<file path="src/rtl/core/gcl_pkg.sv">
// ----------------------------------------------------------------------------
// gcl_pkg: shared types and constants of the gradient colormap
// Holds the stop table, field widths and pipeline control types.
// ----------------------------------------------------------------------------
package gcl_pkg;

  localparam int FRACTION_BITS_DEF = 16;
  localparam int IN_W              = 18;
  localparam int CH_W              = 8;
  localparam int STOP_COUNT        = 11;
  localparam int IDX_W             = $clog2(STOP_COUNT);

  typedef struct packed {
    logic [CH_W-1:0] red;
    logic [CH_W-1:0] green;
    logic [CH_W-1:0] blue;
  } color_t;

  // Load enables of the two blend stages
  typedef struct packed {
    logic prod_en;
    logic sum_en;
  } stage_en_t;

  localparam color_t STOP_TABLE [STOP_COUNT] = '{
    '{red: 8'd254, green: 8'd39,  blue: 8'd18},
    '{red: 8'd253, green: 8'd83,  blue: 8'd8},
    '{red: 8'd251, green: 8'd153, blue: 8'd2},
    '{red: 8'd250, green: 8'd188, blue: 8'd2},
    '{red: 8'd254, green: 8'd254, blue: 8'd51},
    '{red: 8'd208, green: 8'd234, blue: 8'd43},
    '{red: 8'd102, green: 8'd176, blue: 8'd50},
    '{red: 8'd3,   green: 8'd146, blue: 8'd206},
    '{red: 8'd2,   green: 8'd71,  blue: 8'd254},
    '{red: 8'd61,  green: 8'd1,   blue: 8'd164},
    '{red: 8'd134, green: 8'd1,   blue: 8'd175}
  };

endpackage

</file>
<file path="src/rtl/core/gcl_if.sv">
// ----------------------------------------------------------------------------
// gcl_scalar_if / gcl_color_if: stream channels of the gradient colormap
// Valid/ready channels for the scalar input and the color result.
// ----------------------------------------------------------------------------
interface gcl_scalar_if
  import gcl_pkg::*;
();
  logic                   valid;
  logic                   ready;
  logic signed [IN_W-1:0] scalar_in;

  modport source (output valid, output scalar_in, input ready);
  modport sink   (input valid, input scalar_in, output ready);
endinterface

interface gcl_color_if
  import gcl_pkg::*;
();
  logic            valid;
  logic            ready;
  logic [CH_W-1:0] red_out;
  logic [CH_W-1:0] green_out;
  logic [CH_W-1:0] blue_out;

  modport source (output valid, output red_out, output green_out, output blue_out,
                  input ready);
  modport sink   (input valid, input red_out, input green_out, input blue_out,
                  output ready);
endinterface

</file>
<file path="src/rtl/core/gcl_blend.sv">
// ----------------------------------------------------------------------------
// gcl_blend: one color channel blend
// Weights two neighboring stops by the fraction, then rounds to 8 bits.
// ----------------------------------------------------------------------------
module gcl_blend
  import gcl_pkg::*;
#(
  parameter int FRACTION_BITS = FRACTION_BITS_DEF
) (
  input  logic                   clk_i,
  input  logic [CH_W-1:0]        lo_i,
  input  logic [CH_W-1:0]        hi_i,
  input  logic [FRACTION_BITS:0] frac_i,
  input  stage_en_t              en_i,
  output logic [CH_W-1:0]        chan_o
);

  localparam int FW = FRACTION_BITS + 1;
  localparam int PW = FW + CH_W;
  localparam logic [FW-1:0] ONE_C  = FW'(1) << FRACTION_BITS;
  localparam logic [PW:0]   HALF_C = (PW + 1)'(1) << (FRACTION_BITS - 1);

  logic [PW-1:0] prod_hi_q, prod_lo_q;
  logic [PW:0]   acc;
  logic [CH_W-1:0] chan_q;

  // Weighted stops, registered before the sum
  always_ff @(posedge clk_i) begin
    if (en_i.prod_en) begin
      prod_hi_q <= PW'(frac_i) * PW'(hi_i);
      prod_lo_q <= PW'(ONE_C - frac_i) * PW'(lo_i);
    end
  end

  assign acc = (PW + 1)'(prod_hi_q) + (PW + 1)'(prod_lo_q) + HALF_C;

  always_ff @(posedge clk_i) begin
    if (en_i.sum_en) begin
      chan_q <= acc[FRACTION_BITS +: CH_W];
    end
  end

  assign chan_o = chan_q;

endmodule

</file>
<file path="src/rtl/core/gradient_colormap_lerp.sv">
// ----------------------------------------------------------------------------
// gradient_colormap_lerp: false-color map with linear interpolation
// Turns a fixed-point scalar into an RGB color from an 11-stop gradient.
// ----------------------------------------------------------------------------
// The block takes one signed scalar with FRACTION_BITS fraction bits per
// transfer, clamps it to 0..1.0, scales it by ten and blends the two
// neighboring stops of a fixed 11-stop table per channel, rounded to nearest.
// It accepts one transfer every cycle while the output side does not stall.
// The four register stages are clamp, scale/split, per-channel multiply,
// and sum/round; each stage holds while the one after it is full and
// stalled, so a stall on the output fills bubbles first before the input
// side sees ready drop.
// ----------------------------------------------------------------------------
module gradient_colormap_lerp
  import gcl_pkg::*;
#(
  parameter int FRACTION_BITS = FRACTION_BITS_DEF
) (
  input  logic         clk_i,
  input  logic         rst_ni,
  gcl_scalar_if.sink   scalar_i,
  gcl_color_if.source  color_o
);

  localparam int FW = FRACTION_BITS + 1;            // fraction incl. full weight
  localparam int SW = FRACTION_BITS + IDX_W;        // ten times the clamped value
  localparam int CW = (FRACTION_BITS + 2 > IN_W) ? FRACTION_BITS + 2 : IN_W;
  localparam logic [CW-1:0]    ONE_CMP = CW'(1) << FRACTION_BITS;
  localparam logic [FW-1:0]    ONE_C   = FW'(1) << FRACTION_BITS;
  localparam logic [IDX_W-1:0] TOP_SEG = IDX_W'(STOP_COUNT - 1);
  localparam logic [IDX_W-1:0] LAST_LO = IDX_W'(STOP_COUNT - 2);

  // Stage valid bits and per-stage advance
  logic v1_q, v2_q, v3_q, v4_q;
  logic adv1, adv2, adv3, adv4;

  assign adv4 = ~v4_q | color_o.ready;
  assign adv3 = ~v3_q | adv4;
  assign adv2 = ~v2_q | adv3;
  assign adv1 = ~v1_q | adv2;

  assign scalar_i.ready = adv1;

  always_ff @(posedge clk_i or negedge rst_ni) begin
    if (!rst_ni) begin
      v1_q <= 1'b0;
      v2_q <= 1'b0;
      v3_q <= 1'b0;
      v4_q <= 1'b0;
    end else begin
      if (adv1) v1_q <= scalar_i.valid;
      if (adv2) v2_q <= v1_q;
      if (adv3) v3_q <= v2_q;
      if (adv4) v4_q <= v3_q;
    end
  end

  // Stage 1: clamp to 0..1.0. Negative inputs go to zero; the upper clamp
  // only bites when 1.0 is within the input range.
  logic [CW-1:0] pos_ext;
  logic [CW-1:0] clamp_d;
  logic [FW-1:0] val_q;

  assign pos_ext = CW'(scalar_i.scalar_in[IN_W-2:0]);

  always_comb begin
    if (scalar_i.scalar_in[IN_W-1]) begin
      clamp_d = '0;
    end else if (pos_ext > ONE_CMP) begin
      clamp_d = ONE_CMP;
    end else begin
      clamp_d = pos_ext;
    end
  end

  always_ff @(posedge clk_i) begin
    if (adv1) begin
      val_q <= clamp_d[FW-1:0];
    end
  end

  // Stage 2: scale by ten (8x + 2x), split into stop index and fraction.
  // At exactly 1.0, fold onto the last segment at full weight.
  logic [SW-1:0]    scaled;
  logic [IDX_W-1:0] idx_raw, idx_d, idx_q;
  logic [FW-1:0]    frac_d, frac_q;

  assign scaled  = (SW'(val_q) << 3) + (SW'(val_q) << 1);
  assign idx_raw = scaled[FRACTION_BITS +: IDX_W];

  always_comb begin
    if (idx_raw >= TOP_SEG) begin
      idx_d  = LAST_LO;
      frac_d = ONE_C;
    end else begin
      idx_d  = idx_raw;
      frac_d = FW'(scaled[FRACTION_BITS-1:0]);
    end
  end

  always_ff @(posedge clk_i) begin
    if (adv2) begin
      idx_q  <= idx_d;
      frac_q <= frac_d;
    end
  end

  // Stages 3 and 4: per-channel blend of the neighboring stops
  color_t    lo_c, hi_c;
  stage_en_t blend_en;
  logic [IDX_W-1:0] idx_hi;

  assign idx_hi = idx_q + IDX_W'(1);
  assign lo_c   = STOP_TABLE[idx_q];
  assign hi_c   = STOP_TABLE[idx_hi];

  assign blend_en.prod_en = adv3;
  assign blend_en.sum_en  = adv4;

  gcl_blend #(.FRACTION_BITS(FRACTION_BITS)) u_blend_red (
    .clk_i  (clk_i),
    .lo_i   (lo_c.red),
    .hi_i   (hi_c.red),
    .frac_i (frac_q),
    .en_i   (blend_en),
    .chan_o (color_o.red_out)
  );

  gcl_blend #(.FRACTION_BITS(FRACTION_BITS)) u_blend_green (
    .clk_i  (clk_i),
    .lo_i   (lo_c.green),
    .hi_i   (hi_c.green),
    .frac_i (frac_q),
    .en_i   (blend_en),
    .chan_o (color_o.green_out)
  );

  gcl_blend #(.FRACTION_BITS(FRACTION_BITS)) u_blend_blue (
    .clk_i  (clk_i),
    .lo_i   (lo_c.blue),
    .hi_i   (hi_c.blue),
    .frac_i (frac_q),
    .en_i   (blend_en),
    .chan_o (color_o.blue_out)
  );

  assign color_o.valid = v4_q;

endmodule

</file>
<file path="src/flat_wrapper.sv">
// flat-port wrapper written by rule: the top's interface ports become plain ports
module gradient_colormap_lerp_flat import gcl_pkg::*;
#(
  parameter int FRACTION_BITS = FRACTION_BITS_DEF
)
  (clk_i, rst_ni, scalar_i_valid, scalar_i_scalar_in, scalar_i_ready, color_o_valid, color_o_red_out, color_o_green_out, color_o_blue_out, color_o_ready);
  gcl_scalar_if scalar_i_i ();
  gcl_color_if color_o_i ();
  input  logic clk_i;
  input  logic rst_ni;
  input wire logic [$bits(scalar_i_i.valid)-1:0] scalar_i_valid;
  input wire logic [$bits(scalar_i_i.scalar_in)-1:0] scalar_i_scalar_in;
  output wire logic [$bits(scalar_i_i.ready)-1:0] scalar_i_ready;
  output wire logic [$bits(color_o_i.valid)-1:0] color_o_valid;
  output wire logic [$bits(color_o_i.red_out)-1:0] color_o_red_out;
  output wire logic [$bits(color_o_i.green_out)-1:0] color_o_green_out;
  output wire logic [$bits(color_o_i.blue_out)-1:0] color_o_blue_out;
  input wire logic [$bits(color_o_i.ready)-1:0] color_o_ready;
  assign scalar_i_i.valid = scalar_i_valid;
  assign scalar_i_i.scalar_in = scalar_i_scalar_in;
  assign scalar_i_ready = scalar_i_i.ready;
  assign color_o_valid = color_o_i.valid;
  assign color_o_red_out = color_o_i.red_out;
  assign color_o_green_out = color_o_i.green_out;
  assign color_o_blue_out = color_o_i.blue_out;
  assign color_o_i.ready = color_o_ready;
  gradient_colormap_lerp #(.FRACTION_BITS(FRACTION_BITS)) u_core (.clk_i(clk_i), .rst_ni(rst_ni), .scalar_i(scalar_i_i), .color_o(color_o_i));
endmodule
</file>
<file path="config.mk">
export PLATFORM = sky130hd
export DESIGN_NAME = gradient_colormap_lerp_flat
export DESIGN_NICKNAME = d
export VERILOG_FILES = /design/src/rtl/core/gcl_pkg.sv /design/src/rtl/core/gcl_if.sv /design/src/rtl/core/gcl_blend.sv /design/src/rtl/core/gradient_colormap_lerp.sv /design/src/flat_wrapper.sv
export SDC_FILE = /design/constraint.sdc
export NUM_CORES = 2
export LEC_CHECK = 0
export BUFFER_PORTS_ARGS = -buffer_cell sky130_fd_sc_hd__buf_2
export CORE_ASPECT_RATIO = 0.5
export CORE_UTILIZATION = 55
export DETAILED_ROUTE_END_ITERATION = 16
export PLACE_DENSITY = 0.83
export SETUP_SLACK_MARGIN = 0.4
export SLEW_MARGIN = 20
export SYNTH_ARGS = -nofsm -noshare
export SYNTH_HDL_FRONTEND = slang
export SYNTH_SLANG_ARGS = --single-unit
</file>
<file path="constraint.sdc">
create_clock -name clk_i -period 7.9 [get_ports clk_i]
set_clock_uncertainty 0.2 [all_clocks]
set_input_delay 1.975 -clock clk_i [delete_from_list [all_inputs] [get_ports clk_i]]
set_output_delay 1.975 -clock clk_i [all_outputs]
set_load 0.01 [all_outputs]
</file>
# ---- Word level (Yosys, flattened, before mapping)
# Memory sizes are Yosys's and may differ from the RTL's.
# Cells that the tools add are included.
dict set report op_classes {
  n_addsub 9
  multipliers 6
  n_lt_le_gt_ge 4
  mux 6
  bitwise_logic 10
  reduce_logical 1
}
# cell n
set op_table {}
lappend op_table {{$mux 24} 4}
lappend op_table {{$add 24x16->24 const B} 3}
lappend op_table {{$add 24x24->24} 3}
lappend op_table {{$mul 17x8->24} 3}
lappend op_table {{$mul 25x8->24} 2}
lappend op_table {{$mux 17} 2}
lappend op_table {{$mul 18x9->24} 1}
lappend op_table {{$add 20x18->20} 1}
lappend op_table {{$sub 17x17->18 const A} 1}
lappend op_table {{$gt 17x17->1 const B} 1}
lappend op_table {{$ge 5x5->1 const B} 2}
lappend op_table {{$not 4->5} 2}
lappend op_table {{$add 4x1->4 const B} 1}
lappend op_table {{$ge 4x4->1 const B} 1}
lappend op_table {{$not 1->1} 4}
lappend op_table {{$or 1x1->1} 4}
lappend op_table {{$reduce_or 2->1} 1}
dict set report word_totals {
  register_bits 210
  romBits 768
  output_inout_bits 26
  word_cells 56
  memories 2
}
# name depth word_bits read_ports rd_ports_with_merged_regs write_ports line
set memory_table {}
lappend memory_table {{(no name shown)} 16 24 1 0 0 gradient_colormap_lerp.sv:114} ;# assign lo_c = STOP_TABLE[idx_q];
lappend memory_table {{(no name shown)} 16 24 1 0 0 gradient_colormap_lerp.sv:115} ;# assign hi_c = STOP_TABLE[idx_hi];

# ---- Longest topological paths before layout
dict set report depth {
  ltp_word 6
  ltp_mapped 27
  depth_no_buf 25
}

# ---- Cells and area by module
# From an unflattened synthesis, not the netlist that was laid out.
dict set report unflattened {
  cells_unflattened 4103
  area_unflattened_um2 38398.1
}
# module instances cells_per_inst area_per_inst_um2 seq_area_each_um2
set modules_own_cells {}
lappend modules_own_cells {{gcl_blend at u_core.u_blend_green} 1 1275 11798.8 1681.6}
lappend modules_own_cells {{gcl_blend at u_core.u_blend_red} 1 1266 11793.8 1681.6}
lappend modules_own_cells {{gcl_blend at u_core.u_blend_blue} 1 1241 11668.7 1681.6}
lappend modules_own_cells {gradient_colormap_lerp 1 321 3136.8 1211.2}

# ---- Worst setup path after synthesis
# Ideal clock, no wire load.
dict set report synth_path {
  kind {register to register}
  start {register u_core.frac_q[1]}
  end {register u_core.u_blend_red.prod_lo_q[22], data pin}
  arrival_time_ns 6.729
  path_slack_ns 0.708
  path_stages_with_launch 28
  period_less_slack_ns 7.192
  path_cell_list {edfxtp_1 -> clkbuf_1 -> inv_2 -> buf_1 -> ha_1 -> or4b_1 -> nor2_1 -> nand2_1 -> or3_1 -> xor2_1 -> clkbuf_1 -> nand2_1 -> fa_1 -> inv_1 -> fa_1 -> fa_1 -> inv_1 -> fa_1 -> inv_1 -> ha_1 -> o21a_1 -> o21a_1 -> o21a_1 -> o21ai_0 -> a21oi_1 -> o31ai_1 -> mux2i_1 -> nand3_1}
}
dict set report synth_between {
  elab_chain_len 2
}
# item line
set synth_lines {}
lappend synth_lines {{start: declaration} gradient_colormap_lerp.sv:86} ;# logic [FW-1:0] frac_d, frac_q;
lappend synth_lines {{start signal: assignment} gradient_colormap_lerp.sv:104} ;# frac_q <= frac_d;
lappend synth_lines {{$sub 17x17->18} gcl_blend.sv:31} ;# prod_lo_q <= PW'(ONE_C - frac_i) * PW'(lo_i);
lappend synth_lines {{$mul 18x9->24} gcl_blend.sv:31}
lappend synth_lines {{end signal: assignment} gcl_blend.sv:31}
lappend synth_lines {{end: declaration} gcl_blend.sv:23} ;# logic [PW-1:0] prod_hi_q, prod_lo_q;
# No other way between the ends.
# A chain may end at the register's enable or synchronous reset.

# ---- Worst setup path after layout
dict set report layout_path {
  start {register u_core.frac_q[1]}
  end {register u_core.u_blend_red.prod_lo_q[23], data pin}
}
# The elaborated chain is that of the path after synthesis.

==> results.cfg <==
[global_route]
grt_pass1_vias = 28060
grt_pass1_wl_microns = 146000
grt_max_degree = 113
grt_use_total_pct = 28.23
antenna_found_initial = 3
grt_overflow = 0

[setup_path]
end_kind = flop
path_cells = inv_2, ha_1, or4b_1, or4_1, xnor2_1, buf_6, nor2_1, fa_1, fa_1, fa_1, inv_1, fa_1, inv_1, ha_1, or4_1, o221ai_1, o21ai_0, o311ai_2, o22ai_1, o41a_1, xnor2_1
cpPeakStageDelay_ns = 0.56
crit_fanout = 17
critical_path.most_common_cell = fa_1
crit_slowest_cell = edfxtp_1
startpoint_type = flop
arrival_ns = 7.52
worstPathRequired_ns = 7.99
path_class = reg -> reg

[synthesis]
synth-edff-count = 199
synth_area_per_cell_sq_um = 9.347
ys_seq_elements = 203
synth.distinct_cells = 80
async_flop_share_pct = 1.970
syn_inst = 3784
synth_fp_nets = 4747
synth_flop_cell = edfxtp_1
yosysWarnings = 0
post_synth_instance_area_sq_um = 35370
yosysSeqAreaShare_pct = 17.18

[finish]
layout-drive-gt1-share_pct = 5.995
final_cell_mix = 711 x inv_1, 549 x fa_1, 391 x ha_1, 387 x nor2_1, 281 x nand2_1
syn2layout_area_growth_pct = 6.569
regArea_sq_um = 6076
fill_cells = 5145
nets = 4767
mostFrequentLayoutCell = inv_1
multi_input_area_sq_um = 26200

[detailed_routing]
wl_per_cell_microns = 19.20
viasPerCell = 5.693
drt_iter0_markers = 2247
via_count = 26530
ant_nets = 0
finalWirelength_microns = 89450
drc_errors = 0
first_pass_iters = 5

[clock_network]
cts-root-buf = clkbuf_16
clk_latency_ns = 0.55
clock-sinks = 203
cts_buffers = 23
cts_tree = done
htreeDepth = 1
ctsLongestPathBuffers = 3
hold_buffers = 0
clkTransAtPathRegs_ns = 0.07

[hold_path]
worst_hold_path_type = reg -> reg

[timing]
slew-limit-headroom_pct = 25.30
setup_viol = 0
worst_pin_slew_ns = 1.121
post-route-period-util_pct = 93.97
setup_ws_ns = 0.4767
hold_viol_final = 0
max_clock_freq_mhz = 134.7
slew_violations = 0
tns_ns = 0
fin_crit_ns = 7.423
rsz0062_at_grt = true

[placement]
port_buffers = 47
dp_slack_ns = 0.2449
gp_congestion = 0.9370
dp_hpwl_microns = 71110

[floorplan]
die_h_microns = 181.3
die_area_sq_um = 65380
start_util_pct = 55.90
core-area_sq_um = 63270
die_x_microns = 360.6
rows = 65
ios = 48

[job]
drv_cap = 0

[run_status]
status = finished clean
-- flip-flops by register name, indices dropped and copies added (netlist names) --
signal and flops:
u_core.idx_q 4, u_core.u_blend_blue.prod_hi_q 23, u_core.frac_q 16, u_core.u_blend_red.chan_o 8, u_core.u_blend_green.prod_hi_q 23, u_core.v3_q 1
u_core.u_blend_blue.prod_lo_q 23, u_core.u_blend_green.prod_lo_q 23, u_core.u_blend_red.prod_lo_q 23, u_core.val_q 17, u_core.v1_q 1, u_core.u_blend_red.prod_hi_q 23
u_core.v2_q 1, u_core.color_o.valid 1, u_core.u_blend_green.chan_o 8, u_core.u_blend_blue.chan_o 8
-- path summary, 6_finish.rpt --
path	end	start	slack [ns]	cells past startpoint
setup / recovery	u_core.u_blend_red.prod_lo_q[23]$_DFFE_PP_	u_core.frac_q[1]$_SDFFCE_PP0P_	0.48	21
hold / removal	u_core.v2_q$_DFFE_PN0P_	u_core.v1_q$_DFFE_PN0P_	0.27	1
setup reg to reg	u_core.u_blend_red.prod_lo_q[23]$_DFFE_PP_	u_core.frac_q[1]$_SDFFCE_PP0P_	0.48	21
hold reg to reg	u_core.v2_q$_DFFE_PN0P_	u_core.v1_q$_DFFE_PN0P_	0.27	1
max in group asynchronous	u_core.v2_q$_DFFE_PN0P_	rst_ni	6.37	1
min in group asynchronous	u_core.color_o.valid$_DFFE_PN0P_	rst_ni	1.02	1
-- layout make-up --
type,count,area share (%)
timing repair buffer,126,2.241
tap,837,2.779
clock buffer,23,1.527
inverter,717,7.157
sequential,203,16.12
clock inverter,18,0.6506
antenna,2,0.01328
multi-input combinational,2733,69.51
-- worst max-delay path: cells and delay by family (launching register included) --
| kind | cells | cell delay, ns |
|---|---|---|
| adders and majority gates | 6 | 2.47 |
| and+or+nand+nor | 4 | 1.76 |
| AOI/OAI and AO/OA | 5 | 1.33 |
| DFF | 1 | 0.56 |
| buffers and inverters | 4 | 0.48 |
| xor gates and xnor gates | 2 | 0.38 |
-- routing by layer --
layer	GRT usage, %	part of all wire [%]
met2	45.99	46
met4	9.838	3.7
met5	0	0.029
met1	37.55	41
met3	5.846	9.6
-- per-stage QoR --
stage                     area (sq um)  instances  util [%]  hold slack (ns)
after floorplan                  35370       3784         -           0.2351
final                            37690       4659     59.57           0.2740
after detailed placement         36720       4611     58.04           0.2549
after CTS                        37580       4652     59.39           0.2732
after global routing             37690       4657     59.56           0.2883
after global placement           36720       4611     58.04           0.2446
-- cells in the mapped netlist, drive strengths merged, types with 54 or more instances --
cell / count / share of area, %
inv: 715 / 7.6
fa: 549 / 31
ha: 392 / 14
nor2: 387 / 4.1
nand2: 282 / 3.0
and2: 206 / 3.6
edfxtp: 199 / 17
xnor2: 153 / 3.8
clkbuf: 122 / 1.3
a21oi: 117 / 1.7
nor2b: 78 / 1.4
o21ai: 78 / 1.1
nor3: 64 / 1.0
nand2b: 54 / 0.96
-- kinds of logic after synthesis --
family                     count (synthesis)  synth area share [%]
muxes                                      8                0.2370
and+or+nand+nor                         1198                 16.40
AOI/OAI and AO/OA                        391                 7.348
buffers and inverters                    848                 9.060
DFF                                      203                 17.18
adders and majority gates                941                 44.94
xor gates and xnor gates                 195                 4.829
-- what timing repair did --
action                                  in CTS  in global routing
endpoints found under the setup margin       2                 14
endpoints found under the hold margin        0                  0
resized for setup                            5                 17
buffers inserted                             0                  5
Power is not shown: default switching activity piles up to over one toggle a cycle in this logic, so the estimate is an artifact.
